`src/rtl/mprc_pkg.sv`:
```
// ---------------------------------------------------------------------------
// mprc_pkg
// Shared types and constants for the masked pixel to RGBA8 converter.
// ---------------------------------------------------------------------------
package mprc_pkg;

  localparam int unsigned WORD_W  = 64;
  localparam int unsigned STR_W   = 18;
  localparam int unsigned ROWW_W  = 15;
  localparam int unsigned BIR_W   = 17;
  localparam int unsigned PBITS_W = 7;
  localparam int unsigned IDX_W   = 3;

  localparam logic [IDX_W-1:0] REG_RED    = 3'd0;
  localparam logic [IDX_W-1:0] REG_GREEN  = 3'd1;
  localparam logic [IDX_W-1:0] REG_BLUE   = 3'd2;
  localparam logic [IDX_W-1:0] REG_ALPHA  = 3'd3;
  localparam logic [IDX_W-1:0] REG_WIDTH  = 3'd4;
  localparam logic [IDX_W-1:0] REG_STRIDE = 3'd5;
  localparam logic [IDX_W-1:0] REG_PBITS  = 3'd6;
  localparam logic [IDX_W-1:0] REG_BENDN  = 3'd7;

  localparam logic [STR_W-1:0] STRIDE_MAX = 18'd131072;

  typedef struct packed {
    logic [WORD_W-1:0]  red_mask;
    logic [WORD_W-1:0]  green_mask;
    logic [WORD_W-1:0]  blue_mask;
    logic [WORD_W-1:0]  alpha_mask;
    logic [ROWW_W-1:0]  row_width;
    logic [STR_W-1:0]   row_stride_bytes;
    logic [PBITS_W-1:0] pixel_bits;
    logic               big_endian;
  } cfg_t;

  // One pixel waiting for channel extraction
  typedef struct packed {
    logic [WORD_W-1:0] pix;
    logic              narrow;
    logic              row_end;
    logic              last;
  } pix_item_t;

endpackage

```
`src/rtl/masked_pixel_to_rgba8_converter.sv`:
```
// ---------------------------------------------------------------------------
// masked_pixel_to_rgba8_converter
// Raw bitfield pixel bytes in, RGBA8888 pixels out, one result per pixel.
// ---------------------------------------------------------------------------
// Channel  Handshake          Payload
// in       in_valid/ready     in_data_byte, in_start_of_image
// out      out_valid/ready    out_red/green/blue/alpha, out_row_end, out_last_of_run
// cfg      cfg_we             cfg_index, cfg_wdata
//
// A byte is taken on each in handshake; 1, 2 and 4 bit modes then hold
// in_ready low while the byte's pixels are unpacked. In the back end each
// pixel is popped and each channel in turn passes setup, a 6-step normalise,
// one multiply, an 8-step divide and a round (a zero mask gives its default
// at setup); the output register is loaded when free. A two-entry queue
// separates the two parts, so either side may stall alone.
// Reset is synchronous and active low; no clearing pass is needed.
module masked_pixel_to_rgba8_converter #(
  parameter int unsigned MAX_WIDTH = 16384
) (
  input  logic        clk,
  input  logic        rst_n,
  input  logic        cfg_we,
  input  logic [2:0]  cfg_index,
  input  logic [63:0] cfg_wdata,
  input  logic        in_valid,
  output logic        in_ready,
  input  logic [7:0]  in_data_byte,
  input  logic        in_start_of_image,
  output logic        out_valid,
  input  logic        out_ready,
  output logic [7:0]  out_red,
  output logic [7:0]  out_green,
  output logic [7:0]  out_blue,
  output logic [7:0]  out_alpha,
  output logic        out_row_end,
  output logic        out_last_of_run
);

  mprc_pkg::cfg_t      cfg_r;
  mprc_pkg::pix_item_t push_item, pop_item;
  logic                q_full, q_push, q_pop, q_not_empty;

  always_ff @(posedge clk) begin
    if (!rst_n) begin
      cfg_r.red_mask         <= '0;
      cfg_r.green_mask       <= '0;
      cfg_r.blue_mask        <= '0;
      cfg_r.alpha_mask       <= '0;
      cfg_r.row_width        <= 15'd1;
      cfg_r.row_stride_bytes <= 18'd1;
      cfg_r.pixel_bits       <= 7'd8;
      cfg_r.big_endian       <= 1'b0;
    end else if (cfg_we) begin
      case (cfg_index)
        mprc_pkg::REG_RED:    cfg_r.red_mask         <= cfg_wdata;
        mprc_pkg::REG_GREEN:  cfg_r.green_mask       <= cfg_wdata;
        mprc_pkg::REG_BLUE:   cfg_r.blue_mask        <= cfg_wdata;
        mprc_pkg::REG_ALPHA:  cfg_r.alpha_mask       <= cfg_wdata;
        mprc_pkg::REG_WIDTH:  cfg_r.row_width        <= cfg_wdata[14:0];
        mprc_pkg::REG_STRIDE: cfg_r.row_stride_bytes <= cfg_wdata[17:0];
        mprc_pkg::REG_PBITS:  cfg_r.pixel_bits       <= cfg_wdata[6:0];
        mprc_pkg::REG_BENDN:  cfg_r.big_endian       <= cfg_wdata[0];
        default: ;
      endcase
    end
  end

  mprc_front #(.MAX_WIDTH(MAX_WIDTH)) u_front (
    .clk               (clk),
    .rst_n             (rst_n),
    .cfg               (cfg_r),
    .in_valid          (in_valid),
    .in_ready          (in_ready),
    .in_data_byte      (in_data_byte),
    .in_start_of_image (in_start_of_image),
    .q_full            (q_full),
    .q_push            (q_push),
    .q_item            (push_item)
  );

  mprc_queue u_queue (
    .clk       (clk),
    .rst_n     (rst_n),
    .push      (q_push),
    .wr_item   (push_item),
    .full      (q_full),
    .pop       (q_pop),
    .not_empty (q_not_empty),
    .rd_item   (pop_item)
  );

  mprc_back u_back (
    .clk             (clk),
    .rst_n           (rst_n),
    .cfg             (cfg_r),
    .q_not_empty     (q_not_empty),
    .q_item          (pop_item),
    .q_pop           (q_pop),
    .out_valid       (out_valid),
    .out_ready       (out_ready),
    .out_red         (out_red),
    .out_green       (out_green),
    .out_blue        (out_blue),
    .out_alpha       (out_alpha),
    .out_row_end     (out_row_end),
    .out_last_of_run (out_last_of_run)
  );

endmodule

```
`src/rtl/mprc_front.sv`:
```
// ---------------------------------------------------------------------------
// mprc_front
// Byte intake: row and stride tracking, pixel assembly and sub-byte unpacking.
// ---------------------------------------------------------------------------
module mprc_front #(
  parameter int unsigned MAX_WIDTH = 16384
) (
  input  logic                clk,
  input  logic                rst_n,
  input  mprc_pkg::cfg_t      cfg,
  input  logic                in_valid,
  output logic                in_ready,
  input  logic [7:0]          in_data_byte,
  input  logic                in_start_of_image,
  input  logic                q_full,
  output logic                q_push,
  output mprc_pkg::pix_item_t q_item
);

  localparam logic ST_IDLE = 1'b0;
  localparam logic ST_EMIT = 1'b1;

  logic                       state_r, state_nxt;
  logic [63:0]                pa_r, pa_nxt;
  logic [2:0]                 bip_r, bip_nxt;
  logic [mprc_pkg::BIR_W-1:0] bir_r, bir_nxt;
  logic [14:0]                pir_r, pir_nxt;
  logic [7:0]                 byte_r, byte_nxt;
  logic [3:0]                 left_r, left_nxt;

  logic [14:0]                width;
  logic [mprc_pkg::STR_W-1:0] stride;
  logic                       is_narrow, is_whole;
  logic [3:0]                 bits4;
  logic [7:0]                 fmask;

  always_comb begin
    if ({2'b00, cfg.row_width} > 17'(MAX_WIDTH)) width = 15'(MAX_WIDTH);
    else width = cfg.row_width;
    if (cfg.row_stride_bytes == '0) stride = 18'd1;
    else if (cfg.row_stride_bytes > mprc_pkg::STRIDE_MAX) stride = mprc_pkg::STRIDE_MAX;
    else stride = cfg.row_stride_bytes;
    is_narrow = (cfg.pixel_bits == 7'd1) || (cfg.pixel_bits == 7'd2) ||
                (cfg.pixel_bits == 7'd4);
    is_whole  = (cfg.pixel_bits >= 7'd8) && (cfg.pixel_bits <= 7'd64) &&
                (cfg.pixel_bits[2:0] == 3'd0);
    bits4 = cfg.pixel_bits[3:0];
    fmask = 8'((9'd1 << bits4) - 9'd1);
  end

  assign in_ready = (state_r == ST_IDLE) && !q_full;

  always_comb begin
    logic [63:0]                pa;
    logic [2:0]                 bip;
    logic [mprc_pkg::BIR_W-1:0] bir;
    logic [14:0]                pir, pir1;
    logic [3:0]                 lft, nbm1;
    logic [mprc_pkg::STR_W-1:0] bir1;
    logic                       step_done;
    state_nxt = state_r;
    pa_nxt    = pa_r;
    bip_nxt   = bip_r;
    bir_nxt   = bir_r;
    pir_nxt   = pir_r;
    byte_nxt  = byte_r;
    left_nxt  = left_r;
    q_push    = 1'b0;
    q_item    = '0;
    pa  = pa_r;
    bip = bip_r;
    bir = bir_r;
    pir = pir_r;
    pir1 = '0;
    lft  = '0;
    bir1 = '0;
    nbm1 = cfg.pixel_bits[6:3] - 4'd1;
    step_done = 1'b0;
    case (state_r)
      ST_IDLE: begin
        if (in_valid && in_ready) begin
          if (in_start_of_image) begin
            pa  = '0;
            bip = '0;
            bir = '0;
            pir = '0;
          end
          step_done = 1'b1;
          if (pir < width) begin
            if (is_narrow) begin
              byte_nxt  = in_data_byte;
              left_nxt  = 4'd8;
              state_nxt = ST_EMIT;
              step_done = 1'b0;
            end else if (is_whole) begin
              if (cfg.big_endian) pa = {pa[55:0], in_data_byte};
              else pa = pa | ({56'd0, in_data_byte} << {bip, 3'b000});
              if ({1'b0, bip} >= nbm1) begin
                pir1           = pir + 15'd1;
                q_push         = 1'b1;
                q_item.pix     = pa;
                q_item.narrow  = 1'b0;
                q_item.row_end = (pir1 == width);
                q_item.last    = 1'b1;
                pir = pir1;
                pa  = '0;
                bip = '0;
              end else begin
                bip = bip + 3'd1;
              end
            end
          end
        end
      end
      ST_EMIT: begin
        if (!q_full) begin
          lft  = left_r - bits4;
          pir1 = pir_r + 15'd1;
          q_push         = 1'b1;
          q_item.pix     = {56'd0, (byte_r >> lft) & fmask};
          q_item.narrow  = 1'b1;
          q_item.row_end = (pir1 == width);
          q_item.last    = (lft == 4'd0) || (pir1 == width);
          pir      = pir1;
          left_nxt = lft;
          if (q_item.last) begin
            step_done = 1'b1;
            state_nxt = ST_IDLE;
          end
        end
      end
      default: state_nxt = ST_IDLE;
    endcase
    if (step_done) begin
      // advance the stride position once the byte is finished
      bir1 = {1'b0, bir} + 18'd1;
      if (bir1 >= stride) begin
        bir = '0;
        pir = '0;
        bip = '0;
        pa  = '0;
      end else begin
        bir = bir1[mprc_pkg::BIR_W-1:0];
      end
    end
    if (state_r == ST_EMIT || (in_valid && in_ready)) begin
      pa_nxt  = pa;
      bip_nxt = bip;
      bir_nxt = bir;
      pir_nxt = pir;
    end
  end

  always_ff @(posedge clk) begin
    if (!rst_n) begin
      state_r <= ST_IDLE;
      pa_r    <= '0;
      bip_r   <= '0;
      bir_r   <= '0;
      pir_r   <= '0;
      left_r  <= '0;
    end else begin
      state_r <= state_nxt;
      pa_r    <= pa_nxt;
      bip_r   <= bip_nxt;
      bir_r   <= bir_nxt;
      pir_r   <= pir_nxt;
      left_r  <= left_nxt;
    end
  end

  always_ff @(posedge clk) begin
    byte_r <= byte_nxt;
  end

endmodule

```
`src/rtl/mprc_queue.sv`:
```
// ---------------------------------------------------------------------------
// mprc_queue
// Two-entry pixel queue between the byte front and the channel back end.
// ---------------------------------------------------------------------------
module mprc_queue (
  input  logic                clk,
  input  logic                rst_n,
  input  logic                push,
  input  mprc_pkg::pix_item_t wr_item,
  output logic                full,
  input  logic                pop,
  output logic                not_empty,
  output mprc_pkg::pix_item_t rd_item
);

  mprc_pkg::pix_item_t mem_r [2];
  logic                wp_r, rp_r;
  logic [1:0]          cnt_r;
  logic                do_push, do_pop;

  assign full      = (cnt_r == 2'd2);
  assign not_empty = (cnt_r != 2'd0);
  assign do_push   = push && !full;
  assign do_pop    = pop && not_empty;
  assign rd_item   = mem_r[rp_r];

  always_ff @(posedge clk) begin
    if (!rst_n) begin
      wp_r  <= 1'b0;
      rp_r  <= 1'b0;
      cnt_r <= 2'd0;
    end else begin
      if (do_push) wp_r <= ~wp_r;
      if (do_pop) rp_r <= ~rp_r;
      cnt_r <= cnt_r + {1'b0, do_push} - {1'b0, do_pop};
    end
  end

  always_ff @(posedge clk) begin
    if (do_push) mem_r[wp_r] <= wr_item;
  end

endmodule

```
`src/rtl/mprc_back.sv`:
```
// ---------------------------------------------------------------------------
// mprc_back
// Channel extraction: mask, normalise, scale by 255, divide by the mask range and round.
// ---------------------------------------------------------------------------
module mprc_back (
  input  logic                clk,
  input  logic                rst_n,
  input  mprc_pkg::cfg_t      cfg,
  input  logic                q_not_empty,
  input  mprc_pkg::pix_item_t q_item,
  output logic                q_pop,
  output logic                out_valid,
  input  logic                out_ready,
  output logic [7:0]          out_red,
  output logic [7:0]          out_green,
  output logic [7:0]          out_blue,
  output logic [7:0]          out_alpha,
  output logic                out_row_end,
  output logic                out_last_of_run
);

  localparam logic [2:0] ST_IDLE  = 3'd0;
  localparam logic [2:0] ST_SETUP = 3'd1;
  localparam logic [2:0] ST_NORM  = 3'd2;
  localparam logic [2:0] ST_MUL   = 3'd3;
  localparam logic [2:0] ST_DIV   = 3'd4;
  localparam logic [2:0] ST_ROUND = 3'd5;
  localparam logic [2:0] ST_OUT   = 3'd6;

  logic [2:0]          state_r, state_nxt;
  logic [1:0]          ch_r, ch_nxt;
  logic [2:0]          step_r, step_nxt;
  mprc_pkg::pix_item_t item_r, item_nxt;
  logic [63:0]         val_r, val_nxt;
  logic [63:0]         msk_r, msk_nxt;
  logic [71:0]         rem_r, rem_nxt;
  logic [7:0]          q_r, q_nxt;
  logic [7:0]          res_r [4];
  logic [7:0]          res_val;
  logic                res_we;
  logic                ov_r, ov_nxt;
  logic [7:0]          ored_r, ogrn_r, oblu_r, oalp_r;
  logic                orow_r, olast_r;
  logic                load_out;

  logic [63:0] cur_mask;
  always_comb begin
    case (ch_r)
      2'd0:    cur_mask = cfg.red_mask;
      2'd1:    cur_mask = cfg.green_mask;
      2'd2:    cur_mask = cfg.blue_mask;
      default: cur_mask = cfg.alpha_mask;
    endcase
    if (item_r.narrow) cur_mask = {56'd0, cur_mask[7:0]};
  end

  always_comb begin
    logic [6:0]  sh;
    logic [63:0] lowm;
    logic [71:0] dv;
    logic [64:0] r2;
    logic [8:0]  q9;
    state_nxt = state_r;
    ch_nxt    = ch_r;
    step_nxt  = step_r;
    item_nxt  = item_r;
    val_nxt   = val_r;
    msk_nxt   = msk_r;
    rem_nxt   = rem_r;
    q_nxt     = q_r;
    res_we    = 1'b0;
    res_val   = '0;
    q_pop     = 1'b0;
    load_out  = 1'b0;
    ov_nxt    = ov_r && !out_ready;
    sh   = 7'd32 >> step_r;
    lowm = (64'd1 << sh) - 64'd1;
    dv   = {8'd0, msk_r} << step_r;
    r2   = {rem_r[63:0], 1'b0};
    q9   = '0;
    case (state_r)
      ST_IDLE: begin
        if (q_not_empty) begin
          q_pop     = 1'b1;
          item_nxt  = q_item;
          ch_nxt    = 2'd0;
          state_nxt = ST_SETUP;
        end
      end
      ST_SETUP: begin
        if (cur_mask == '0) begin
          res_we  = 1'b1;
          res_val = (ch_r == 2'd3) ? 8'd255 : 8'd0;
          ch_nxt  = ch_r + 2'd1;
          if (ch_r == 2'd3) state_nxt = ST_OUT;
        end else begin
          val_nxt   = item_r.pix & cur_mask;
          msk_nxt   = cur_mask;
          step_nxt  = 3'd0;
          state_nxt = ST_NORM;
        end
      end
      ST_NORM: begin
        // drop trailing zeros of the mask, halving the shift at each step
        if ((msk_r & lowm) == '0) begin
          msk_nxt = msk_r >> sh;
          val_nxt = val_r >> sh;
        end
        step_nxt = step_r + 3'd1;
        if (step_r == 3'd5) state_nxt = ST_MUL;
      end
      ST_MUL: begin
        rem_nxt   = ({8'd0, val_r} << 8) - {8'd0, val_r};
        step_nxt  = 3'd7;
        q_nxt     = '0;
        state_nxt = ST_DIV;
      end
      ST_DIV: begin
        if (rem_r >= dv) begin
          rem_nxt         = rem_r - dv;
          q_nxt[step_r]   = 1'b1;
        end
        step_nxt = step_r - 3'd1;
        if (step_r == 3'd0) state_nxt = ST_ROUND;
      end
      ST_ROUND: begin
        q9 = {1'b0, q_r} + {8'd0, (r2 >= {1'b0, msk_r})};
        res_we  = 1'b1;
        res_val = q9[8] ? 8'd255 : q9[7:0];
        ch_nxt  = ch_r + 2'd1;
        state_nxt = (ch_r == 2'd3) ? ST_OUT : ST_SETUP;
      end
      ST_OUT: begin
        if (!ov_r || out_ready) begin
          load_out  = 1'b1;
          ov_nxt    = 1'b1;
          state_nxt = ST_IDLE;
        end
      end
      default: state_nxt = ST_IDLE;
    endcase
  end

  always_ff @(posedge clk) begin
    if (!rst_n) begin
      state_r <= ST_IDLE;
      ch_r    <= '0;
      step_r  <= '0;
      ov_r    <= 1'b0;
    end else begin
      state_r <= state_nxt;
      ch_r    <= ch_nxt;
      step_r  <= step_nxt;
      ov_r    <= ov_nxt;
    end
  end

  always_ff @(posedge clk) begin
    item_r <= item_nxt;
    val_r  <= val_nxt;
    msk_r  <= msk_nxt;
    rem_r  <= rem_nxt;
    q_r    <= q_nxt;
    if (res_we) res_r[ch_r] <= res_val;
    if (load_out) begin
      ored_r  <= res_r[0];
      ogrn_r  <= res_r[1];
      oblu_r  <= res_r[2];
      oalp_r  <= res_r[3];
      orow_r  <= item_r.row_end;
      olast_r <= item_r.last;
    end
  end

  assign out_valid       = ov_r;
  assign out_red         = ored_r;
  assign out_green       = ogrn_r;
  assign out_blue        = oblu_r;
  assign out_alpha       = oalp_r;
  assign out_row_end     = orow_r;
  assign out_last_of_run = olast_r;

endmodule

```
`config.mk`:
```
export PLATFORM = sky130hd
export DESIGN_NAME = masked_pixel_to_rgba8_converter
export DESIGN_NICKNAME = d
export VERILOG_FILES = /design/src/rtl/mprc_pkg.sv /design/src/rtl/masked_pixel_to_rgba8_converter.sv /design/src/rtl/mprc_front.sv /design/src/rtl/mprc_queue.sv /design/src/rtl/mprc_back.sv
export SDC_FILE = /design/constraint.sdc
export NUM_CORES = 2
export LEC_CHECK = 0
export BUFFER_PORTS_ARGS = -buffer_cell sky130_fd_sc_hd__buf_2
export CAP_MARGIN = 10
export CORE_MARGIN = 5
export CORE_UTILIZATION = 35
export DETAILED_ROUTE_END_ITERATION = 8
export PLACE_DENSITY_LB_ADDON = 0.25
export SLEW_MARGIN = 10
export SYNTH_ARGS = -nofsm -noshare
export SYNTH_HDL_FRONTEND = slang
export SYNTH_SLANG_ARGS = --single-unit
```
`constraint.sdc`:
```
create_clock -name clk -period 21.1 [get_ports clk]
set_input_delay 2.11 -clock clk [delete_from_list [all_inputs] [get_ports clk]]
set_output_delay 2.11 -clock clk [all_outputs]
set_load 0.03 [all_outputs]
```
; ---- Yosys cells after proc, flatten, opt, wreduce, memory -nomap -nowiden
; Memories as Yosys holds them, arrays and structs flattened. A register that Yosys moved wholly into a read port is not among the register bits.
; Index checks and enable logic that the tools add are counted.
[op_classes]
n_mul = 0
n_addsub = 16
n_mux = 117
div = 0
eq_ne = 36
bitwise_logic = 8
n_shift = 8
magnitude_cmp = 11
reduce_logical = 46
[ops]
columns = op, n
row1 = 64-bit 2-to-1 mux, 17
row2 = 67-bit 2-to-1 mux, 5
row3 = 64-bit case mux with 2 select lines, 2
row4 = 64-bit case mux with 3 select lines, 1
row5 = 15-bit 2-to-1 mux, 12
row6 = 72-bit case mux with 2 select lines, 1
row7 = 67-bit case mux with 2 select lines, 1
row8 = 64-bit AND, 2
row9 = 64-bit logical NOT, 2
row10 = 64-bit by 7-bit right shift with 64-bit output, 2
row11 = 17-bit 2-to-1 mux, 5
row12 = 72-bit >= comparator, 1
row13 = 72-bit 2-to-1 mux, 1
row14 = 64-bit by 3-bit left shift with 72-bit output, 1
row15 = 72-bit by 64-bit subtractor with 72-bit output, 1
row16 = 72-bit subtractor, 1
row17 = 65-bit by 64-bit >= comparator with 1-bit output, 1
row18 = 64-bit OR, 1
row19 = "1-bit by 7-bit left shift with 64-bit output, first input constant", 1
row20 = 8-bit by 6-bit left shift with 64-bit output, 1
row21 = "64-bit by 1-bit subtractor with 64-bit output, second input constant", 1
row22 = 3-bit 2-to-1 mux, 19
row23 = 18-bit 2-to-1 mux, 2
row24 = 8-bit 2-to-1 mux, 4
row25 = other kinds (64), 157
[word_totals]
output_inout_bits = 36
input_bits = 81
latch_bits = 0
n_memories = 2
mem_bits_rw = 166
reg_bits = 632
rom_bits = 0
elab_cells = 272
[memory_table]
columns = memory, depth, word_bits, read_ports, rd_ports_with_merged_regs, write_ports, line_no
row1 = u_queue.mem_r, 2, 67, 1, 1, 1, mprc_queue.sv:16  ; mprc_pkg::pix_item_t mem_r [2];
row2 = u_back.res_r, 4, 8, 4, 4, 1, mprc_back.sv:38  ; logic [7:0] res_r [4];

; ---- Depth between registers and ports, before layout
[depth]
depth_word = 17
depth_mapped = 25
depth_no_buf = 21

; ---- By module
; Synthesis repeated with hierarchy kept, for this count alone.
[hier_totals]
cells_unflattened = 6679
hier_area_um2 = 59007.8
[modules_own_cells]
columns = module, seq_area_each_um2, instances, area_per_inst_um2, cells_per_inst
row1 = mprc_back, 10420.0, 1, 33669.8, 4182
row2 = masked_pixel_to_rgba8_converter, 5945.7, 1, 10961.8, 1038
row3 = mprc_front, 2322.2, 1, 9192.6, 1224
row4 = mprc_queue, 4124.0, 1, 5183.7, 235

; ---- Worst setup path after synthesis
; No wires, ideal clock.
[synth_path]
kind = reg2reg
startpoint = register u_back.step_r[0]
endpoint = register u_back.msk_r[0], enable pin
arrival_ns = 12.795
path_stages_with_launch = 14
slack_ns = 7.939
path_buffers = 5
period_less_slack_ns = 13.161
required_time_ns = 20.734
setup_time_ns = 0.366
cell_sequence = dfxtp_1 > buf_2 > buf_1 > buf_2 > buf_1 > buf_2 > nand2_1 > ha_1 > o21ai_0 > xnor2_1 > a2111oi_0 > o2111ai_1 > o31ai_1 > a21boi_0
[synth_between]
elab_chain_len = 7
[synth_rtl]
columns = item, line_no
row1 = start: declaration, mprc_back.sv:32  ; logic [2:0] step_r, step_nxt;
row2 = start signal: assignment, mprc_back.sv:153  ; step_r <= step_nxt;
row3 = 6-bit by 3-bit right shift with 7-bit output, mprc_back.sv:76  ; sh = 7'd32 >> step_r;
row4 = 1-bit by 7-bit left shift with 64-bit output, mprc_back.sv:77  ; lowm = (64'd1 << sh) - 64'd1;
row5 = 64-bit by 1-bit subtractor with 64-bit output, mprc_back.sv:77
row6 = 64-bit AND, mprc_back.sv:105  ; if ((msk_r & lowm) == '0) begin
row7 = 64-bit logical NOT, mprc_back.sv:105
row8 = 2-bit by 1-bit inequality test with 1-bit output (no line), --
row9 = 3-bit AND reduction (no line), --
row10 = end signal: assignment, mprc_back.sv:161  ; msk_r <= msk_nxt;
row11 = end: declaration, mprc_back.sv:35  ; logic [63:0] msk_r, msk_nxt;
; No other way between the ends.
; A chain may end at the register's enable or synchronous reset.

; ---- Final worst setup path
[layout_path]
startpoint = input port in_start_of_image
endpoint = register u_front.pa_r[2]
[layout_between]
elab_chain_len = 14
elab_cells_between_ends = 30
classes_between = add/sub (1) / order compare (3) / shift (1) / mux (24) / bitwise (1)
[layout_rtl]
columns = item, line_no
row1 = start: declaration, masked_pixel_to_rgba8_converter.sv:28  ; input logic in_start_of_image,
row2 = branches (longest 13 deep; another with 17-bit by 1-bit adder with 18-bit output), --
row3 = 64-bit 2-to-1 mux (*), mprc_front.sv:134  ; if (step_done) begin
row4 = end signal: assignment, mprc_front.sv:164  ; pa_r <= pa_nxt;
row5 = end: declaration, mprc_front.sv:24  ; logic [63:0] pa_r, pa_nxt;
; Every way passes the cells marked *. The select of a mux whose other input is x is not followed.

==> impl_metrics.yaml <==
run_status:
  status: "completed"
drt:
  first_iter_violations: 5904
  ant_nets: 0
  drcViolationCount: 0
  wire_per_inst_um: 25.0
  drt-total-wl_um: 223000
  via_per_inst: 5.90
  dr_total_vias: 52600
  firstDrtPassIters: 9
timing:
  finClkSkew_ps: 44.5
  setup-violations-final: 0
  worstMarginPinSlew_ps: 1390
  hold_viol_final: 0
  whs_ps: 418
  final.min_clock_period_ps: 7580
  drv_slew: 0
  grt_setup_unrepaired: "no"
  finalCritPeriodShare: 0.359
  fin_setup_tns_ps: 0
  relSlewSlack: 0.0620
  max_freq_mhz: 132
clocking:
  cts.clk_slew.worst_paths_ps: 60
  numCtsBuffers: 100
  cts_tree: "yes"
  cts_root_buf: "clkbuf_16"
  clock-sinks: 897
  htreeDepth: 3
  postCtsSetupBuffers: 0
  worstSkewPairLatency_ps: 730
  cts_resized: 0
  postCtsHoldBufs: 0
  clock_path_buffers: 3
synth:
  synth_warnings: 0
  synth_top_area_frac: 0.251
  yosysSeqAreaShare: 0.395
  post-synth-top-area-cell: "edfxtp_1"
  ys_async_sr_fraction: 0
  syn_nets: 7151
  synth-seq-cells: 897
  syn_area_mm2: 0.0577
  synth_cell_types: 95
  ys.flop_type: "edfxtp_1"
  synthCells: 6814
  yosysMostFrequentCell: "nand2_1"
  ys_top_cells_by_count: "1181 x nand2_1, 823 x a21oi_1, 483 x edfxtp_1, 448 x nor2_1, 425 x o21ai_0"
  syn_avg_cell_area_um2: 8.46
  synth_area_leaders: "edfxtp_1 25%, dfxtp_1 14%, nand2_1 7.7%"
  synth_edf_count: 483
grt:
  first_global_vias: 48900
  antenna_found_initial: 8
  grt_usage: 0.245
  grt-ovfl-total: 0
  grt_pass1_wl_um: 326000
  grt_max_degree: 239
layout:
  syn_to_final_growth_pct: 9.87
  final_cells: 8916
  drive_above_1_share: 0.0823
  nNetsFinal: 6969
die:
  dieArea_mm2: 0.173
  core_mm2: 0.164
  start_util: 0.351
  ios: 117
  die_h_um: 416
  fp-row-count: 149
  die_w_um: 416
power_and_ir_drop:
  ir_drop_v: 0.0000820
  p_switching_mw: 3.38
  internal_power_mw: 4.35
  p_seq_frac: 0.306
  switching_share: 0.437
  p_comb_frac: 0.460
  clkPwrFrac: 0.234
  power-per-cell-area_mw_per_mm2: 122
  p_leak_nw: 22.9
setup_path:
  path_common_cell: "nor3_1"
  crit_arrival_ps: 8230
  critPathKind: "input port to flip-flop"
  critPathMaxFanout: 66
  critPathTopFamily: "simple AND/OR/NAND/NOR gates"
  cp_num_buf_inv: 3
  slowest_delay_ps: 570
  end_kind: "flip-flop"
  worstPathRequired_ps: 21750
  crit_chain: "buf_2, nand4_1, nand2_1, inv_1, ha_1, nand3_1, nor3_1, nand4_1, nor3_1, xnor2_1, ha_1, o21ai_0, nor3_1, a2bb2oi_1, a31oi_1, or2_2, a211oi_1, and3_2, buf_4, and2_1, a221o_1"
  crit_slowest_cell: "buf_4"
  critPathLaunchType: "input port"
placement:
  hpwl_um: 160000
  routabilityCongestion: 0.981
  dp.cells: 8719
  port_buffers: 116
job:
  cap_violations: 0
worst_hold_path:
  hp-class: "flip-flop to flip-flop"
## area by class of cell
cell class	count	area, µm²
well taps	2189	2740
clock buffers	134	2820
flip-flops and latches	897	22800
inverters	225	852
fillers	16800	101000
clock inverters	55	559
diodes	8	20.0
repair buffers	206	1290
multi-input cells	5202	32300
## final timing paths
path,from,endpoint,slack [ps],cells after the start
worst min-delay path,u_back.res_r[3][5],out_alpha[5],420,0
worst max register to register,u_back.step_r[0],u_back.rem_r[0],13550,16
worst min register to register,u_back.res_r[3][5],out_alpha[5],420,0
worst max-delay path,in_start_of_image,u_front.pa_r[2],13520,21
## sequential cells by signal, summed over array words and instances, names as in the netlist, 8 cells and up
signal / count
cfg_r: 297
out_alpha: 8
out_blue: 8
out_green: 8
out_red: 8
u_back.item_r: 67
u_back.msk_r: 64
u_back.q_r: 8
u_back.rem_r: 72
u_back.res_r: 32
u_back.val_r: 64
u_front.bir_r: 17
u_front.byte_r: 8
u_front.pa_r: 64
u_front.pir_r: 15
u_queue.mem_r: 134
## power by group through the flow
stage | clock (mW) | sequential (mW) | combinational, mW
floorplan | 0 | 2.29 | 2.44
global placement | 0 | 2.39 | 3.45
detailed placement | 0 | 2.39 | 3.45
CTS | 1.84 | 2.35 | 3.48
global route | 1.91 | 2.38 | 3.82
finish | 1.81 | 2.37 | 3.56
## metal layers
metal  routed length [µm]  GRT usage  share of wire
met1                95700      0.338           0.43
met2                99300      0.383           0.45
met3                16600     0.0366          0.074
met4                10800      0.105          0.049
met5                  212          0        0.00095
## through the flow
step	utilization	total power [mW]	area (µm²)	worst slack, ps
after floorplan	-	4.74	57700	7940
after global placement	0.365	5.83	60000	12970
after detailed placement	0.365	5.84	60000	12890
after CTS	0.385	7.67	63400	13610
after global routing	0.385	8.11	63400	12980
final	0.385	7.74	63400	13520
## cell families (layout without fill, tap and decap cells)
logic type      count (synthesis)  count (layout)  share of synthesized area
other cells                     0               8                          0
compound gates               2087            2087                      0.224
flops                         897             897                      0.395
simple gates                 2310            2310                      0.178
fa+ha+maj                     256             256                     0.0559
mux                           333             333                     0.0647
buf+inv                       715             620                     0.0484
xor+xnor                      216             216                     0.0338
## layout by cell type, fill, tap and decap left out, types with 59 or more instances in the layout
master     count
a211oi_1      63
a21o_1       109
a21oi_1      822
a222oi_1      60
a22o_1        67
a31oi_1       66
buf_2        116
buf_4         87
clkbuf_16    104
dfxtp_1      409
edfxtp_1     483
ha_1         249
inv_1        216
mux2_2        78
mux2i_1      231
nand2_1     1176
nand3_1      112
nand4_1       84
nor2_1       439
nor2b_1      167
nor3_1        80
o211ai_1      80
o21ai_0      424
o22ai_1       59
xnor2_1      129
xor2_1        83
No activity file was read; power rests on OpenSTA's default activity.
